`config.mk`:
```
export PLATFORM = sky130hd
export DESIGN_NAME = particulate_frame_parser
export DESIGN_NICKNAME = d
export VERILOG_FILES = /design/src/rtl/pfp_pkg.sv /design/src/rtl/pfp_front.sv /design/src/rtl/pfp_queue.sv /design/src/rtl/pfp_back.sv /design/src/rtl/particulate_frame_parser.sv
export SDC_FILE = /design/constraint.sdc
export NUM_CORES = 1
export LEC_CHECK = 0
export ABC_CLOCK_PERIOD_IN_PS = 17600
export BUFFER_PORTS_ARGS = -buffer_cell sky130_fd_sc_hd__buf_2
export CORE_ASPECT_RATIO = 0.75
export CORE_MARGIN = 2
export CORE_UTILIZATION = 35
export CTS_CLUSTER_DIAMETER = 150
export DETAILED_ROUTE_END_ITERATION = 6
export GPL_TIMING_DRIVEN = 0
export PLACE_DENSITY = 0.61
export SLEW_MARGIN = 20
export SYNTH_ARGS = -nofsm -noshare
export SYNTH_HDL_FRONTEND = slang
export SYNTH_HIERARCHICAL = 1
export SYNTH_SLANG_ARGS = --single-unit
```
`constraint.sdc`:
```
create_clock -name aclk -period 17.6 [get_ports aclk]
set_clock_uncertainty 0.2 [all_clocks]
set_input_delay 3.52 -clock aclk [delete_from_list [all_inputs] [get_ports aclk]]
set_output_delay 3.52 -clock aclk [all_outputs]
set_load 0.02 [all_outputs]
```
`src/rtl/pfp_pkg.sv`:
```
// shared types and constants of the particulate frame parser
package pfp_pkg;

    localparam logic [7:0] HDR_FIRST  = 8'h42;
    localparam logic [7:0] HDR_SECOND = 8'h4D;
    localparam int unsigned LEN_EXTRA      = 4;
    localparam int unsigned MIN_FRAME      = 18;
    localparam int unsigned FIRST_READ_OFF = 10;
    localparam int unsigned LAST_READ_OFF  = 15;

    localparam int unsigned QUEUE_DEPTH = 4;
    localparam int unsigned QPTR_W      = $clog2(QUEUE_DEPTH);
    localparam int unsigned QCNT_W      = $clog2(QUEUE_DEPTH + 1);

    // what the back end does with one queued byte
    localparam logic [2:0] K_START  = 3'd0;
    localparam logic [2:0] K_SUM    = 3'd1;
    localparam logic [2:0] K_CKHI   = 3'd2;
    localparam logic [2:0] K_CKLO   = 3'd3;
    localparam logic [2:0] K_BADLEN = 3'd4;

    localparam logic [1:0] STATUS_GOOD   = 2'd0;
    localparam logic [1:0] STATUS_CKSUM  = 2'd1;
    localparam logic [1:0] STATUS_BADLEN = 2'd2;

    typedef struct packed {
        logic [2:0] kind;
        logic [7:0] data;
        logic       cap_en;
        logic [1:0] cap_idx;
        logic       cap_hi;
    } pfp_item_t;

endpackage

```
`src/rtl/pfp_front.sv`:
```
// front end: header hunt, length check and byte classification
module pfp_front #(
    parameter int unsigned MAX_FRAME = 32
) (
    input  logic              aclk,
    input  logic              aresetn,
    input  logic              in_take,
    input  logic [7:0]        in_byte,
    output logic              push,
    output pfp_pkg::pfp_item_t push_item
);

    localparam logic [1:0] PH_HUNT  = 2'd0;
    localparam logic [1:0] PH_HDR2  = 2'd1;
    localparam logic [1:0] PH_FRAME = 2'd2;

    logic [1:0]  phase_reg, phase_next;
    logic [5:0]  cnt_reg, cnt_next;
    logic [7:0]  len_hi_reg, len_hi_next;
    logic [5:0]  total_reg, total_next;

    logic [16:0] total_calc;
    logic [6:0]  off_plus2;
    logic [5:0]  rel;
    logic        emit_item;
    pfp_pkg::pfp_item_t item;

    assign total_calc = {1'b0, len_hi_reg, in_byte} + 17'(pfp_pkg::LEN_EXTRA);
    assign off_plus2  = {1'b0, cnt_reg} + 7'd2;
    assign rel        = cnt_reg - 6'(pfp_pkg::FIRST_READ_OFF);

    always_comb begin
        phase_next   = phase_reg;
        cnt_next     = cnt_reg;
        len_hi_next  = len_hi_reg;
        total_next   = total_reg;
        emit_item    = 1'b0;
        item.kind    = pfp_pkg::K_SUM;
        item.data    = in_byte;
        item.cap_en  = 1'b0;
        item.cap_idx = rel[2:1];
        item.cap_hi  = ~rel[0];
        unique case (phase_reg)
            PH_FRAME: begin
                emit_item = 1'b1;
                if (cnt_reg == 6'd2) begin
                    len_hi_next = in_byte;
                    cnt_next    = 6'd3;
                end else if (cnt_reg == 6'd3) begin
                    if (total_calc < 17'(pfp_pkg::MIN_FRAME) || total_calc > 17'(MAX_FRAME)) begin
                        item.kind  = pfp_pkg::K_BADLEN;
                        phase_next = PH_HUNT;
                    end else begin
                        total_next = total_calc[5:0];
                        cnt_next   = 6'd4;
                    end
                end else if (off_plus2 < {1'b0, total_reg}) begin
                    item.cap_en = (cnt_reg >= 6'(pfp_pkg::FIRST_READ_OFF))
                               && (cnt_reg <= 6'(pfp_pkg::LAST_READ_OFF));
                    cnt_next    = cnt_reg + 6'd1;
                end else if (off_plus2 == {1'b0, total_reg}) begin
                    item.kind = pfp_pkg::K_CKHI;
                    cnt_next  = cnt_reg + 6'd1;
                end else begin
                    item.kind  = pfp_pkg::K_CKLO;
                    phase_next = PH_HUNT;
                end
            end
            PH_HDR2: begin
                if (in_byte == pfp_pkg::HDR_SECOND) begin
                    emit_item  = 1'b1;
                    cnt_next   = 6'd2;
                    phase_next = PH_FRAME;
                end else if (in_byte == pfp_pkg::HDR_FIRST) begin
                    emit_item   = 1'b1;
                    item.kind   = pfp_pkg::K_START;
                    cnt_next    = 6'd1;
                    len_hi_next = 8'd0;
                    total_next  = 6'd0;
                end else begin
                    phase_next = PH_HUNT;
                end
            end
            default: begin
                if (in_byte == pfp_pkg::HDR_FIRST) begin
                    emit_item   = 1'b1;
                    item.kind   = pfp_pkg::K_START;
                    phase_next  = PH_HDR2;
                    cnt_next    = 6'd1;
                    len_hi_next = 8'd0;
                    total_next  = 6'd0;
                end else begin
                    phase_next = PH_HUNT;
                end
            end
        endcase
    end

    assign push      = in_take && emit_item;
    assign push_item = item;

    always_ff @(posedge aclk) begin
        if (!aresetn) begin
            phase_reg  <= PH_HUNT;
            cnt_reg    <= 6'd0;
            len_hi_reg <= 8'd0;
            total_reg  <= 6'd0;
        end else if (in_take) begin
            phase_reg  <= phase_next;
            cnt_reg    <= cnt_next;
            len_hi_reg <= len_hi_next;
            total_reg  <= total_next;
        end
    end

endmodule

```
`src/rtl/pfp_queue.sv`:
```
// short queue of classified bytes between front and back end
module pfp_queue (
    input  logic               aclk,
    input  logic               aresetn,
    input  logic               push,
    input  pfp_pkg::pfp_item_t push_item,
    output logic               full,
    input  logic               pop,
    output pfp_pkg::pfp_item_t pop_item,
    output logic               empty
);

    pfp_pkg::pfp_item_t            slots [pfp_pkg::QUEUE_DEPTH];
    logic [pfp_pkg::QPTR_W-1:0]    wr_ptr_reg, rd_ptr_reg;
    logic [pfp_pkg::QCNT_W-1:0]    count_reg;

    assign full     = (count_reg == pfp_pkg::QCNT_W'(pfp_pkg::QUEUE_DEPTH));
    assign empty    = (count_reg == '0);
    assign pop_item = slots[rd_ptr_reg];

    always_ff @(posedge aclk) begin
        if (push) begin
            slots[wr_ptr_reg] <= push_item;
        end
    end

    always_ff @(posedge aclk) begin
        if (!aresetn) begin
            wr_ptr_reg <= '0;
            rd_ptr_reg <= '0;
            count_reg  <= '0;
        end else begin
            if (push) begin
                wr_ptr_reg <= wr_ptr_reg + 1'b1;
            end
            if (pop) begin
                rd_ptr_reg <= rd_ptr_reg + 1'b1;
            end
            if (push && !pop) begin
                count_reg <= count_reg + 1'b1;
            end else if (pop && !push) begin
                count_reg <= count_reg - 1'b1;
            end
        end
    end

endmodule

```
`src/rtl/pfp_back.sv`:
```
// back end: checksum, reading capture and result register
module pfp_back (
    input  logic               aclk,
    input  logic               aresetn,
    input  logic               q_empty,
    input  pfp_pkg::pfp_item_t q_item,
    output logic               q_pop,
    output logic               out_valid,
    input  logic               out_ready,
    output logic [47:0]        out_data,
    output logic [1:0]         out_status
);

    logic [15:0] sum_reg;
    logic [7:0]  exp_hi_reg;
    logic [15:0] rd_reg [3];
    logic        out_valid_reg;
    logic [47:0] out_data_reg;
    logic [1:0]  out_status_reg;
    logic        emits;
    logic        good;

    assign emits = (q_item.kind == pfp_pkg::K_CKLO) || (q_item.kind == pfp_pkg::K_BADLEN);
    assign q_pop = !q_empty && (!emits || !out_valid_reg || out_ready);
    assign good  = ({exp_hi_reg, q_item.data} == sum_reg);

    always_ff @(posedge aclk) begin
        if (q_pop) begin
            unique case (q_item.kind)
                pfp_pkg::K_START: begin
                    sum_reg   <= {8'd0, q_item.data};
                    rd_reg[0] <= 16'd0;
                    rd_reg[1] <= 16'd0;
                    rd_reg[2] <= 16'd0;
                end
                pfp_pkg::K_SUM: begin
                    sum_reg <= sum_reg + {8'd0, q_item.data};
                    if (q_item.cap_en) begin
                        if (q_item.cap_hi) begin
                            rd_reg[q_item.cap_idx][15:8] <= q_item.data;
                        end else begin
                            rd_reg[q_item.cap_idx][7:0] <= q_item.data;
                        end
                    end
                end
                pfp_pkg::K_CKHI: begin
                    exp_hi_reg <= q_item.data;
                end
                pfp_pkg::K_CKLO: begin
                    out_data_reg   <= good ? {rd_reg[2], rd_reg[1], rd_reg[0]} : 48'd0;
                    out_status_reg <= good ? pfp_pkg::STATUS_GOOD : pfp_pkg::STATUS_CKSUM;
                end
                pfp_pkg::K_BADLEN: begin
                    out_data_reg   <= 48'd0;
                    out_status_reg <= pfp_pkg::STATUS_BADLEN;
                end
                default: begin
                end
            endcase
        end
    end

    always_ff @(posedge aclk) begin
        if (!aresetn) begin
            out_valid_reg <= 1'b0;
        end else if (q_pop && emits) begin
            out_valid_reg <= 1'b1;
        end else if (out_ready) begin
            out_valid_reg <= 1'b0;
        end
    end

    assign out_valid  = out_valid_reg;
    assign out_data   = out_data_reg;
    assign out_status = out_status_reg;

endmodule

```
`src/rtl/particulate_frame_parser.sv`:
```
// top level of the particulate sensor serial frame parser
// usage:
//   s_* takes one received byte per beat (s_tdata). the parser hunts for the
//   start pair 0x42 0x4d, reads the big-endian length, sums the frame and picks
//   up the three readings at frame offsets 10..15.
//   m_* gives one beat per finished frame or per bad declared length:
//   m_tdata holds the readings, m_tuser the status (0 good, 1 checksum
//   mismatch, 2 bad length); readings are zero unless the status is good.
// throughput and data path:
//   one byte per cycle sustained while the queue is not full; the front end
//   classifies a byte as it is accepted and writes it to the queue; the back
//   end then pops it, which also loads the result register and m_tvalid.
//   it retires one byte per cycle but stalls a result byte while m_tvalid waits.
// reset and stalls:
//   aresetn clears the hunt state, the queue and the result valid.
//   while m_tready is low the result register holds; the four-entry queue
//   keeps taking bytes until it fills, then s_tready drops.
module particulate_frame_parser #(
    parameter int unsigned MAX_FRAME = 32
) (
    input  logic        aclk,
    input  logic        aresetn,
    input  logic        s_tvalid,
    output logic        s_tready,
    input  logic [7:0]  s_tdata,   // [7:0] rx_byte
    output logic        m_tvalid,
    input  logic        m_tready,
    output logic [47:0] m_tdata,   // [15:0] pm1_reading, [31:16] pm25_reading, [47:32] pm10_reading
    output logic [1:0]  m_tuser    // [1:0] frame_status
);

    logic               q_full;
    logic               q_empty;
    logic               q_push;
    logic               q_pop;
    pfp_pkg::pfp_item_t push_item;
    pfp_pkg::pfp_item_t pop_item;

    assign s_tready = !q_full;

    pfp_front #(
        .MAX_FRAME (MAX_FRAME)
    ) u_front (
        .aclk      (aclk),
        .aresetn   (aresetn),
        .in_take   (s_tvalid && s_tready),
        .in_byte   (s_tdata),
        .push      (q_push),
        .push_item (push_item)
    );

    pfp_queue u_queue (
        .aclk      (aclk),
        .aresetn   (aresetn),
        .push      (q_push),
        .push_item (push_item),
        .full      (q_full),
        .pop       (q_pop),
        .pop_item  (pop_item),
        .empty     (q_empty)
    );

    pfp_back u_back (
        .aclk       (aclk),
        .aresetn    (aresetn),
        .q_empty    (q_empty),
        .q_item     (pop_item),
        .q_pop      (q_pop),
        .out_valid  (m_tvalid),
        .out_ready  (m_tready),
        .out_data   (m_tdata),
        .out_status (m_tuser)
    );

endmodule

```
Word level (Yosys, flattened, before mapping). Memory sizes are Yosys's and may differ from the RTL's. A register that Yosys moved wholly into a read port is not among the register bits. Cells that the tools add are included.

Register bits: 104. Bits in writable memories: 108. Input port bits: 12. Output and inout port bits: 52. Word-level logic and storage cells: 155. Memories: 2.

Add/subtract/negate cells: 9. $lt $le $gt $ge: 5. Eq/ne operators: 24. Multiplexer cells: 71. Bitwise gates (word level): 1. Reduce and logical (&&, ||, !) cells: 31.

Memory list: u_queue.slots (depth 4, bits a word 15, read ports 1, clocked after Yosys merged registers in 1, write ports 1, line pfp_queue.sv:13) `pfp_pkg::pfp_item_t slots [pfp_pkg::QUEUE_DEPTH];`; u_back.rd_reg (depth 3, bits a word 16, read ports 3, clocked after Yosys merged registers in 0, write ports 3, line pfp_back.sv:16) `logic [15:0] rd_reg [3];`.

Operators by type and width (count): 48-bit one-hot mux with 2 select lines (1); 6-bit two-way mux (12); 48-bit two-way mux (1); 16-bit one-hot mux with 2 select lines (1); 1-bit two-way mux (27); 8-bit two-way mux (3); 6-bit one-hot mux with 2 select lines (2); 2-bit two-way mux (11); 3-bit two-way mux (7); 16-bit by 3-bit adder with 17-bit output (second input constant) (1); 17-bit by 6-bit > comparator with 1-bit output (second input constant) (1); 17-bit by 5-bit < comparator with 1-bit output (second input constant) (1); 16-bit by 8-bit adder with 16-bit output (1); 16-bit equality test (1); 8-bit by 7-bit equality test with 1-bit output (second input constant) (2); 16-bit two-way mux (1); 8-bit one-hot mux with 2 select lines (1); 16-bit OR reduction (1); 6-bit by 2-bit equality test with 1-bit output (second input constant) (2); 3-bit by 2-bit != test with 1-bit output (second input constant) (3); 2-bit one-hot mux with 2 select lines (2); 2-bit nonzero test (4); 6-bit by 2-bit adder with 7-bit output (second input constant) (1); 7-bit by 6-bit equality test with 1-bit output (1); 29 further kinds (53).

Logic depth before layout (Yosys ltp). Gate-level depths: netlist (run 1).

Word-level depth: 10. Depth in mapped cells: 14. Depth with buffers taken out: 12.

By module. The synthesis (run 1) kept the hierarchy.

By module, submodules not included: pfp_back (instances 1, cells each 369, area each 5276.3 um^2, seq. area each 3683.5 um^2); pfp_queue (instances 1, cells each 121, area each 2640.0 um^2, seq. area each 1981.9 um^2); pfp_front (instances 1, cells each 260, area each 1985.7 um^2, seq. area each 440.4 um^2); particulate_frame_parser (instances 1, cells each 2, area each 10.0 um^2, seq. area each 0.0 um^2).

Worst setup path after synthesis (run 1). Ideal clock, no wire load.

Kind: in2reg. From: input m_tready. To: register u_back.out_data_reg[0] (netlist: u_back/out_data[0]) (enable). Setup time: 0.519 ns. Arrival time: 6.982 ns. Data required time: 16.881 ns. Slack: 9.899 ns. Stages: 2. Path buffers: 0. Cells stage by stage: nor2b_1 -> nor3_1.

Longest elaborated chain between the ends: 3.

Ends and longest elaborated chain: from (decl) (line particulate_frame_parser.sv:27) `input logic m_tready,`; 1-bit logical OR (line pfp_back.sv:24) `assign q_pop = !q_empty && (!emits || !out_valid_reg || out_ready);`; 1-bit logical AND (line pfp_back.sv:24); 2-bit AND reduction (no line); to (signal assigned) (line pfp_back.sv:50) `out_data_reg <= good ? {rd_reg[2], rd_reg[1], rd_reg[0]} : 48'd0;`; to (decl) (line pfp_back.sv:18) `logic [47:0] out_data_reg;`.

No other way between the ends. A chain may end at the register's enable or synchronous reset.

Worst setup path after layout (run 1).
From: input s_tdata[4]. To: register u_queue/count_reg[2] in the netlist's numbering.

Longest elaborated chain between the ends: 8. Elaborated cells between the ends (all ways): 11. Classes of those cells: eq/ne (2); mux (4); reduce/logical (5).

Ends and longest elaborated chain: from (decl) (line particulate_frame_parser.sv:25) `input logic [7:0] s_tdata,`; 8-bit by 7-bit equality test with 1-bit output (line pfp_front.sv:74, pfp_front.sv:85); 1-bit two-way mux (line pfp_front.sv:74, pfp_front.sv:85); 1-bit two-way mux (line pfp_front.sv:70) `if (in_byte == pfp_pkg::HDR_SECOND) begin`; 1-bit one-hot mux with 2 select lines (*) (line pfp_front.sv:43) `unique case (phase_reg)`; 1-bit logical AND (*) (line pfp_front.sv:99) `assign push = in_take && emit_item;`; named net q_push (line particulate_frame_parser.sv:34) `logic q_push;`; 1-bit logical NOT (line pfp_queue.sv:41) `end else if (pop && !push) begin`; 1-bit logical AND (line pfp_queue.sv:41); 2-bit nonzero test (no line); to (signal assigned) (line pfp_queue.sv:40) `count_reg <= count_reg + 1'b1;`; to (signal assigned) (line pfp_queue.sv:42) `count_reg <= count_reg - 1'b1;`; to (decl) (line pfp_queue.sv:15) `logic [pfp_pkg::QCNT_W-1:0] count_reg;`.

The timed path passes the listed nets; every way through them passes the cells marked *.

==> impl_results.md, run 1 <==
* Outcome: completed
* Diode count at 0
* Worst Path Required at 17.84 ns
* Register Area at 0.00611 mm²
* Async set-reset flop share out of synthesis at 0%
* Worst Path Buf+Inv at 2
* Final setup margin at 11.30 ns
* Post-CTS Setup Repair Bufs at 0
* Largest stage delay, worst path at 0.47 ns
* Seq/Total Area, Yosys at 61.6%
* F_max at 159 MHz
* Reg2reg end: u_back/out_data[34]
* Synth cell count leaders: 182 x edfxtp_1, 113 x and2_1, 50 x nand2_1
* EDFF count, synth at 182
* Synth-to-layout area growth at 16.1%
* Max-slew violations at 0
* Top-count cell post-synth: edfxtp_1
* Final setup viols at 0
* Vias at 6142
* Critical path capture point: u_queue/count_reg[2]
* # rows at 53
* CP Launch Point: s_tdata[4]
* Biggest area consumer among synthesized cells: edfxtp_1
* Hold Crit Start: u_front/phase_reg[0]
* Post-CTS sizing at 0
* Non-Filler Instances at 1248
* Layout fillers at 2577
* Routability cong. at 0.800
* Syn_nets at 793
* Die area at 0.0297 mm²
* Setup slack, reg-to-reg at 13.70 ns
* Post-layout minimum cycle time at 6.30 ns
* Syn_area_per_cell at 13.2 µm²
* Total gr overflow at 0
* Final nets at 887
* Multi-input gate area at 0.00351 mm²
* Hold Slack at 0.293 ns
* TritonCTS clock tree: yes
* Top FF cell, synth: edfxtp_1
* WS Path Type: input pin to flop
* Post-synth top area share at 55.1%
* Crit-path cells: buf_4, nor4b_1, nand4b_1, a22oi_1, o211a_1, ha_1, inv_1, fa_1, xor2_1, or3_1, a21boi_0
* Max-cap violation count at 0
* First-pass GRT wire length at 32.4 mm
* I/O pin cnt at 64
* Mapped Cells at 752
* Clock sinks at 214
* Largest net degree at the start of global routing at 16
* #FFs+latches synth at 214
* Leak at 0.00384 µW
* Worst Setup End Kind: flop
* Hold_buf cts at 0
* Clk slew on worst S/H paths at 0.06 ns
* Later-pin clock latency in the skew report at 0.51 ns
* Slowest-stage cell, CP: nor4b_1
* Remaining DRCs at 0
* Vias in the first global route at 5901
* Final Cycle Share at 35.8%
* Die X at 198 µm
* Max_slew headroom at 31.5%
* RSZ-0062 raised after global routing: false
* Initial core utilization at 35.5%
* Core area at 0.0279 mm²
* DR iter-0 viols at 386
* Vias per cell at 4.92
* H-tree Lvls at 1
* Clk Tree Root Cell: clkbuf_16
* Worst IR drop on VDD at 0.0000608 V
* Pwr/cell area at 126 mW/mm²
* Reg2Reg Depth at 10
* ANT nets after route at 0
* WL/cell at 16.5 µm
* Min-delay worst type: flop to flop
* Largest register FFs at 60
* Largest cells by area after synthesis: edfxtp_1 55%, and2_1 7.1%, dfxtp_1 6.5%
* Drt first pass iters at 7
* Dpl ws at 10.84 ns
* Layout cell share with drive strength beyond 1 at 17.7%
* Initial antenna violation count at 0
* Hold Vio Cnt, Final at 0
* Distinct cell type count after synthesis at 73
* Critical-path maximum fanout at 10
* Die Y at 150 µm
* Port bufs at 61
* Critical Path AT at 6.54 ns
* Total global routing track utilization at 14.0%
* Tightest Pin Transition at 1.02 ns
* Clock buffer count from CTS at 23
* Setup tns final at 0 ns
* DP Cell Count at 1206
* Area of the mapped netlist at 0.00991 mm²
* Worst setup SP type: input pin
* Ys Warns at 6
* Final wirelength at 20.6 mm
* CP top delay family: simple AND/OR/NAND/NOR gates
* Detailed placement HPWL at 14.2 mm
* Max Root-Sink Buffers at 3
* CP Depth at 11
==> worst register-to-register path, cell delays in order, from the launching register on <==
cell	delay, ns
dfxtp_1	0.52
buf_2	0.35
mux4_2	0.55
ha_1	0.47
nor4_1	0.31
nand4_1	0.18
or4_1	0.55
nor2_2	0.19
buf_6	0.17
buf_6	0.13
and2_1	0.15
==> logic make-up (layout without fill, tap and decap cells) <==
logic type	Yosys count	after routing	synth area share, %
AOI/OAI and AO/OA	104	104	7.41
xor gates and xnor gates	26	26	2.30
adders and majority gates	29	29	3.81
buffers and inverters	57	168	3.18
DFF	214	214	61.6
muxes	22	22	4.33
and+or+nand+nor	300	300	17.4
==> area by class of cell <==
cell class / count / area share [%]
buffer: 32 / 1.92
clock buffer: 29 / 5.28
clock inverter: 13 / 1.03
inverter: 25 / 0.815
multi-input combinational: 481 / 30.5
sequential: 214 / 53.0
tap: 385 / 4.18
timing repair buffer: 69 / 3.21
==> power by group <==
group,internal [µW],switching [µW],leakage [µW]
Combinational,115,236,0.00177
Sequential,621,12.2,0.00171
Clock,274,192,0.000355
==> metal layers <==
| metal | vias up | GRT usage (%) | routed length [µm] |
|---|---|---|---|
| met2 | 154 | 21.4 | 8840 |
| met1 | 2971 | 20.6 | 10300 |
| li1 | 2991 | - | - |
| met4 | 0 | 3.05 | 371 |
| met3 | 26 | 2.64 | 1100 |
| met5 | - | 0 | 0 |
==> through the flow <==
step                util (%)  power (µW)  instance area [µm²]
floorplan                  -         880                 9910
global placement        38.3         983                10700
detailed placement      38.6         999                10800
CTS                     41.2        1470                11500
global route            41.2        1520                11500
finish                  41.2        1450                11500
==> placed cells by master (no fill, tap or decap), types with 6 or more instances in the layout <==
cell type  instances
buf_4             16
clkinv_1           6
a21oi_1           14
a22oi_1            9
and2_1           113
o21ai_0           23
dfxtp_1           32
nor2_1            33
nand2_1           50
ha_1              27
inv_1             25
edfxtp_1         182
nand4_1           15
clkbuf_16         23
and3_1             8
buf_2             64
mux4_2            10
xnor2_1           13
nor2b_1           12
o311ai_1           6
nand3_1           20
clkbuf_1          16
xor2_1            13
buf_6              7
==> how the worst min path moves through the flow <==
| stage | to | slack (ns) | cells after the start |
|---|---|---|---|
| 2_1_floorplan | u_front/len_hi_reg[6] | 0.27 | 2 |
| 3_3_place_gp | u_front/phase_reg[0] | 0.28 | 2 |
| 3_5_place_dp | u_front/len_hi_reg[7] | 0.29 | 2 |
| 4_1_cts | u_front/phase_reg[0] | 0.30 | 2 |
| 5_1_grt | u_front/len_hi_reg[7] | 0.32 | 2 |
| 6_report | u_front/phase_reg[0] | 0.29 | 2 |
(Power assumes the default switching activity.)
==> run 2, diff against run 1 <==
- ABC_AREA: default -> 1
- ABC_CLOCK_PERIOD_IN_PS: 17600 -> 5550
- PLACE_DENSITY: 0.61 -> 0.63
- clock period: 17.6 -> 5.55 ns (I/O delays scaled with it)
==> run 2 against run 1 <==
  * Die area up 7.5%
  * Cell area up 6.2%
  * Cell count up 30%
  * Via count up 24%
  * Clock-buffer cell count down 1
  * First-iteration DRC count up 34%
  * Largest cell class unchanged
  * Wire length up 13%
  * Synthesized cell count up 48%
  * Power rose to 4.1 times the previous value
  * Worst setup slack worse by 9.2 ns
  * Area after synthesis up 7.7%
==> impl_results.md, run 2 <==
* Outcome: completed (unchanged)
* Min-delay worst type: flop to flop (unchanged)
* Mapped Cells at 1116 (was 752)
* Max-cap violation count at 0 (unchanged)
* Total gr overflow at 0 (unchanged)
* Clk Tree Root Cell: clkbuf_16 (unchanged)
* # rows at 55 (was 53)
* Final setup viols at 0 (unchanged)
* Routability cong. at 0.846 (was 0.800)
* Vias in the first global route at 7103 (was 5901)
* Drt first pass iters at 5 (was 7)
* Synth cell count leaders: 196 x nand2_1, 195 x nor2_1, 182 x edfxtp_1 (was 182 x edfxtp_1, 113 x and2_1, 50 x nand2_1)
* Clock buffer count from CTS at 23 (unchanged)
* Vias at 7633 (was 6142)
* Post-layout minimum cycle time at 3.49 ns
* Largest register FFs at 60 (unchanged)
* TritonCTS clock tree: yes (unchanged)
* Total global routing track utilization at 14.8% (was 14.0%)
* Clock sinks at 214 (unchanged)
* Leak at 0.00524 µW (was 0.00384 µW)
* Critical Path AT at 3.69 ns (was 6.54 ns)
* Syn_nets at 1157 (was 793)
* Largest cells by area after synthesis: edfxtp_1 51%, nand2_1 6.9%, nor2_1 6.9% (was edfxtp_1 55%, and2_1 7.1%, dfxtp_1 6.5%)
* Max Root-Sink Buffers at 3 (unchanged)
* Syn_area_per_cell at 9.56 µm² (was 13.2 µm²)
* Largest stage delay, worst path at 0.45 ns (was 0.47 ns)
* Layout cell share with drive strength beyond 1 at 16.8% (was 17.7%)
* Top FF cell, synth: edfxtp_1 (unchanged)
* Distinct cell type count after synthesis at 41 (was 73)
* Detailed placement HPWL at 16.5 mm (was 14.2 mm)
* Synth-to-layout area growth at 14.6% (was 16.1%)
* Hold Vio Cnt, Final at 0 (unchanged)
* Dpl ws at 1.56 ns (was 10.84 ns)
* Hold Slack at 0.224 ns (was 0.293 ns)
* Post-CTS sizing at 0 (unchanged)
* #FFs+latches synth at 214 (unchanged)
* Clk slew on worst S/H paths at 0.06 ns (about the same)
* Worst setup SP type: input pin (unchanged)
* WL/cell at 14.4 µm (was 16.5 µm)
* Later-pin clock latency in the skew report at 0.52 ns (was 0.51 ns)
* Post-CTS Setup Repair Bufs at 0 (unchanged)
* First-pass GRT wire length at 37.3 mm (was 32.4 mm)
* Ys Warns at 6 (unchanged)
* Final setup margin at 2.06 ns (was 11.30 ns)
* Area of the mapped netlist at 0.0107 mm² (was 0.00991 mm²)
* Top-count cell post-synth: nand2_1 (was edfxtp_1)
* Setup tns final at 0 ns (unchanged)
* EDFF count, synth at 182 (unchanged)
* Initial core utilization at 35.5% (about the same)
* WS Path Type: input pin to flop (unchanged)
* Post-synth top area share at 51.2% (was 55.1%)
* Diode count at 0 (unchanged)
* Core area at 0.0301 mm² (was 0.0279 mm²)
* Seq/Total Area, Yosys at 57.2% (was 61.6%)
* Leading cell type in the layout, fill and taps excluded: nand2_1 (was edfxtp_1)
* Remaining DRCs at 0 (unchanged)
* Max_slew headroom at 47.8% (was 31.5%)
* Hold_buf cts at 0 (unchanged)
* CP most frequent cell: inv_1
* Worst IR drop on VDD at 0.000270 V (was 0.0000608 V)
* Slowest-stage cell, CP: a31oi_1 (was nor4b_1)
* DR iter-0 viols at 519 (was 386)
* Final nets at 1245 (was 887)
* Tightest Pin Transition at 0.779 ns (was 1.02 ns)
* Pwr/cell area at 491 mW/mm² (was 126 mW/mm²)
* Async set-reset flop share out of synthesis at 0% (unchanged)
* Layout fillers at 2895 (was 2577)
* Max-slew violations at 0 (unchanged)
* Crit-path cells: buf_2, inv_1, nor4_2, nand2_2, inv_1, nand2_1, a31oi_1, ha_1, inv_1, fa_1, inv_1, nand2_1, nand3_1, nand2_1, inv_1, nor2_1 (was buf_4, nor4b_1, nand4b_1, a22oi_1, o211a_1, ha_1, inv_1, fa_1, xor2_1, or3_1, a21boi_0)
* I/O pin cnt at 64 (unchanged)
* Critical-path maximum fanout at 10 (unchanged)
* Largest net degree at the start of global routing at 34 (was 16)
* H-tree Lvls at 1 (unchanged)
* Final wirelength at 23.3 mm (was 20.6 mm)
* Die X at 206 µm (was 198 µm)
* Port bufs at 61 (unchanged)
* Worst Setup End Kind: flop (unchanged)
* Vias per cell at 4.71 (was 4.92)
* Biggest area consumer among synthesized cells: edfxtp_1 (unchanged)
* Die area at 0.0319 mm² (was 0.0297 mm²)
* Initial antenna violation count at 0 (unchanged)
* Worst Path Required at 5.75 ns (was 17.84 ns)
* Final Cycle Share at 62.8%
* F_max at 287 MHz
* ANT nets after route at 0 (unchanged)
* Die Y at 155 µm (was 150 µm)
* RSZ-0062 raised after global routing: false (unchanged)
* Most frequent cells in the layout: 196 x nand2_1, 195 x nor2_1, 182 x edfxtp_1 (was 182 x edfxtp_1, 113 x and2_1, 64 x buf_2)
-- run 2: critical path: cells and delay by family --
kind	cells	cell delay, ns
AO/OA/AOI/OAI	1	0.45
adder cells (fa/ha/maj)	2	0.65
AND/OR/NAND/NOR	7	0.83
buffers and inverters	6	0.65
-- run 2: logic make-up after synthesis --
logic type / after synthesis / share of synthesized area [%]
and+or+nand+nor: 530 / 22.8
xor gates and xnor gates: 9 / 0.739
adders and majority gates: 29 / 3.54
AOI/OAI and AO/OA: 122 / 7.12
DFF: 214 / 57.2
buffers and inverters: 212 / 8.62
-- run 2: final timing paths --
| path | slack (ns) | from | end | cells past startpoint |
|---|---|---|---|---|
| min reg2reg | 0.22 | u_queue/rd_ptr_reg[1] | flop | 1 |
| max | 2.06 | s_tdata[6] | u_queue/count_reg[2] | 16 |
| min | 0.22 | u_queue/rd_ptr_reg[1] | flop | 1 |
| max reg2reg | 2.19 | u_front/phase_reg[0] | u_queue/count_reg[2] | 16 |
-- run 2: stage by stage --
step	instance area (µm²)	std cells	utilization [%]	power (µW)
4_1_cts	12200	1619	40.7	6040
5_1_grt	12200	1619	40.7	6370
2_1_floorplan	10700	1116	-	3860
3_3_place_gp	11500	1576	38.2	4490
3_5_place_dp	11500	1578	38.3	4550
6_report	12200	1619	40.7	6000
-- run 2: power breakdown --
group	total, µW	switching, µW	leakage, µW	internal (µW)
Clock	1470	617	0.000348	857
Combinational	2220	1600	0.00300	621
Sequential	2310	117	0.00189	2190
Total	6000	2330	0.00524	3670
-- run 2: cell type report --
cell class	count	area [µm²]	share of cell area, %
Buffer	30	235	1.92
Tap cell	399	499	4.08
Inverter	182	684	5.60
Clock inverter	13	121	0.993
Timing Repair Buffer	63	337	2.75
Sequential cell	214	6110	49.9
Clock buffer	28	594	4.86
Multi-Input combinational cell	690	3650	29.9
-- run 2: per-layer routing --
metal	share of wire [%]	routed length [µm]	vias to the layer above	global-route usage [%]
li1	-	-	3822	-
met1	49	11400	3617	21.7
met2	44	10300	164	22.9
met3	5.2	1210	30	2.39
met4	1.6	363	0	3.43
met5	0	0	-	0
==> run 3, diff against run 2 <==
- ABC_CLOCK_PERIOD_IN_PS: 5550 -> 3700
- PLACE_DENSITY: 0.63 -> 0.61
- clock period: 5.55 -> 3.7 ns (I/O delays scaled with it)
==> run 3 against run 2 <==
  * Wire length increased by 0.76%
  * Critical path depth unchanged
  * First-iteration DRC count decreased by 1.5%
  * Non-clock buffer count increased by 1
  * Global-route usage increased by 0.12 points
  * Hold slack improved by 0.0074 ns
  * Via count decreased by 0.75%
  * Sequential power increased by 50%
  * Worst setup slack got worse by 1.7 ns
  * Clock power increased by 55%
  * Register-to-register slack got worse by 1.8 ns
==> impl_results.md, run 3 (same netlist as run 2, synthesis figures left out) <==
* Outcome: completed (unchanged)
* Leading cell type in the layout, fill and taps excluded: nand2_1 (unchanged)
* Final nets at 1246 (was 1245)
* Hold Slack at 0.232 ns (was 0.224 ns)
* Clk slew on worst S/H paths at 0.07 ns (was 0.06 ns)
* Largest register FFs at 60 (unchanged)
* Later-pin clock latency in the skew report at 0.51 ns (was 0.52 ns)
* # rows at 55 (unchanged)
* Die X at 206 µm (unchanged)
* Post-CTS sizing at 0 (unchanged)
* Tightest Pin Transition at 0.747 ns (was 0.779 ns)
* Remaining DRCs at 0 (unchanged)
* F_max at 298 MHz
* Share of total power in the clock network at 25.1% (was 24.6%)
* Synth-to-layout area growth at 15.0% (was 14.6%)
* Total gr overflow at 0 (unchanged)
* First-pass GRT wire length at 37.8 mm (was 37.3 mm)
* Worst setup SP type: flop (was input pin)
* WS Path Type: flop to flop (was input pin to flop)
* Port bufs at 61 (unchanged)
* Worst IR drop on VDD at 0.000362 V (was 0.000270 V)
* Post-layout minimum cycle time at 3.36 ns
* Clk Tree Root Cell: clkbuf_16 (unchanged)
* Post-CTS Setup Repair Bufs at 0 (unchanged)
* Hold Vio Cnt, Final at 0 (unchanged)
* Routability cong. at 0.867 (was 0.846)
* DR iter-0 viols at 511 (was 519)
* Layout cell share with drive strength beyond 1 at 17.1% (was 16.8%)
* Setup tns final at 0 ns (unchanged)
* Final Cycle Share at 90.7%
* Final wirelength at 23.5 mm (was 23.3 mm)
* Comb pwr share at 36.8% (was 37.0%)
* Reg2Reg Depth at 16 (unchanged)
* Vias in the first global route at 7181 (was 7103)
* Largest stage delay, worst path at 0.43 ns (was 0.45 ns)
* RSZ-0062 raised after global routing: false (unchanged)
* Largest net degree at the start of global routing at 32 (was 34)
* Critical R2R Launch: u_front/phase_reg[0] (unchanged)
* Vias per cell at 4.68 (was 4.71)
* Worst Setup End Kind: flop (unchanged)
* CP Depth at 16 (unchanged)
* TritonCTS clock tree: yes (unchanged)
* Hold_buf cts at 0 (unchanged)
* Core area at 0.0301 mm² (unchanged)
* Clock buffer count from CTS at 23 (unchanged)
* Leak at 0.00525 µW (was 0.00524 µW)
* Die Y at 155 µm (unchanged)
* Max_slew headroom at 49.8% (was 47.8%)
* Drt first pass iters at 5 (unchanged)
* Worst Path Required at 3.90 ns (was 5.75 ns)
* Critical-path maximum fanout at 10 (unchanged)
* H-tree Lvls at 1 (unchanged)
* Reg2reg end: u_queue/count_reg[2] (unchanged)
* Setup slack, reg-to-reg at 0.34 ns (was 2.19 ns)
* Vias at 7576 (was 7633)
* Final core occ at 40.8% (was 40.7%)
* Initial antenna violation count at 0 (unchanged)
* I/O pin cnt at 64 (unchanged)
* Crit-path cells: inv_1, ha_1, clkbuf_1, clkinv_1, nand2_1, nand2_1, a31oi_1, ha_1, inv_1, fa_1, inv_1, nand2_1, nand3_1, nand2_1, inv_1, nor2_1 (was buf_2, inv_1, nor4_2, nand2_2, inv_1, nand2_1, a31oi_1, ha_1, inv_1, fa_1, inv_1, nand2_1, nand3_1, nand2_1, inv_1, nor2_1)
* Critical Path AT at 3.56 ns (was 3.69 ns)
* Final setup viols at 0 (unchanged)
* Int Pwr at 5580 µW (was 3670 µW)
* Initial core utilization at 35.5% (unchanged)
* Switching part of the total power at 38.7% (was 38.9%)
* Pwr/cell area at 742 mW/mm² (was 491 mW/mm²)
* Max Root-Sink Buffers at 3 (unchanged)
* Die area at 0.0319 mm² (unchanged)
* Max-cap violation count at 0 (unchanged)
* Critical path capture point: u_queue/count_reg[2] (unchanged)
* Total global routing track utilization at 14.9% (was 14.8%)
* CP Launch Point: u_front/phase_reg[0] (was s_tdata[6])
* Sequential share of power at 38.1% (was 38.4%)
* Min-delay worst type: input pin to flop (was flop to flop)
* P_sw at 3520 µW (was 2330 µW)
* ANT nets after route at 0 (unchanged)
* WL/cell at 14.5 µm (was 14.4 µm)
* Max-slew violations at 0 (unchanged)
* Slowest-stage cell, CP: a31oi_1 (unchanged)
* Detailed placement HPWL at 16.5 mm (about the same)
* Worst Path Buf+Inv at 6 (unchanged)
* Clock sinks at 214 (unchanged)
* Diode count at 0 (unchanged)
* CP top delay family: adder cells (was simple AND/OR/NAND/NOR gates)
* Most frequent cells in the layout: 196 x nand2_1, 195 x nor2_1, 182 x edfxtp_1 (unchanged)
[run 3: metrics by stage]
| step | total power, µW | setup WS [ns] | cells | instance area (µm²) |
|---|---|---|---|---|
| floorplan | 5800 | 0.605 | 1116 | 10700 |
| detailed placement | 6860 | 0.148 | 1579 | 11500 |
| global placement | 6770 | -0.425 | 1576 | 11500 |
| CTS | 9180 | 0.376 | 1620 | 12300 |
| global route | 9690 | 0.122 | 1620 | 12300 |
| finish | 9100 | 0.345 | 1620 | 12300 |
[run 3: layer usage]
layer | track usage, % | wire, µm | vias to the layer above
met1 | 21.8 | 11600 | 3563
met2 | 23.2 | 10300 | 165
li1 | - | - | 3821
met5 | 0 | 0 | -
met3 | 2.37 | 1160 | 27
met4 | 3.43 | 336 | 0
[run 3: area by class of cell]
cell class              instances  area, µm²
plain buffers                  30        235
clock buffers                  27        591
clock inverters                14        160
fillers                      2911      17800
inverters                     182        684
multi-input cells             690       3650
flip-flops and latches        214       6110
well taps                     399        499
repair buffers                 64        344
[run 3: worst register-to-register path: cells and delay by family (launching register included)]
kind / cells / cell delay, ns
AO/OA/AOI/OAI: 1 / 0.43
adder cells (fa/ha/maj): 3 / 0.91
buffers and inverters: 6 / 0.88
flip-flops: 1 / 0.35
AND/OR/NAND/NOR: 6 / 0.47
[run 3: worst min path at each step]
| stage | startpoint | endpoint | slack, ns | cells past startpoint |
|---|---|---|---|---|
| final | s_tdata[4] | u_queue/slots[3][8] | 0.23 | 1 |
| after floorplan | u_queue/rd_ptr_reg[1] | flop | 0.21 | 1 |
| after detailed placement | u_queue/rd_ptr_reg[1] | u_queue/rd_ptr_reg[1] | 0.23 | 1 |
| after global placement | u_queue/rd_ptr_reg[1] | flop | 0.22 | 1 |
| after global routing | s_tdata[4] | u_queue/slots[3][8] | 0.21 | 1 |
| after CTS | s_tdata[4] | u_queue/slots[3][8] | 0.20 | 1 |
[run 3: power by group through the flow]
stage | Sequential (µW) | Combinational (µW) | Clock, µW
after floorplan | 3740 | 2060 | 0
after global placement | 3530 | 3230 | 0
after detailed placement | 3520 | 3340 | 0
after CTS | 3470 | 3360 | 2350
after global routing | 3510 | 3740 | 2440
final | 3460 | 3350 | 2280
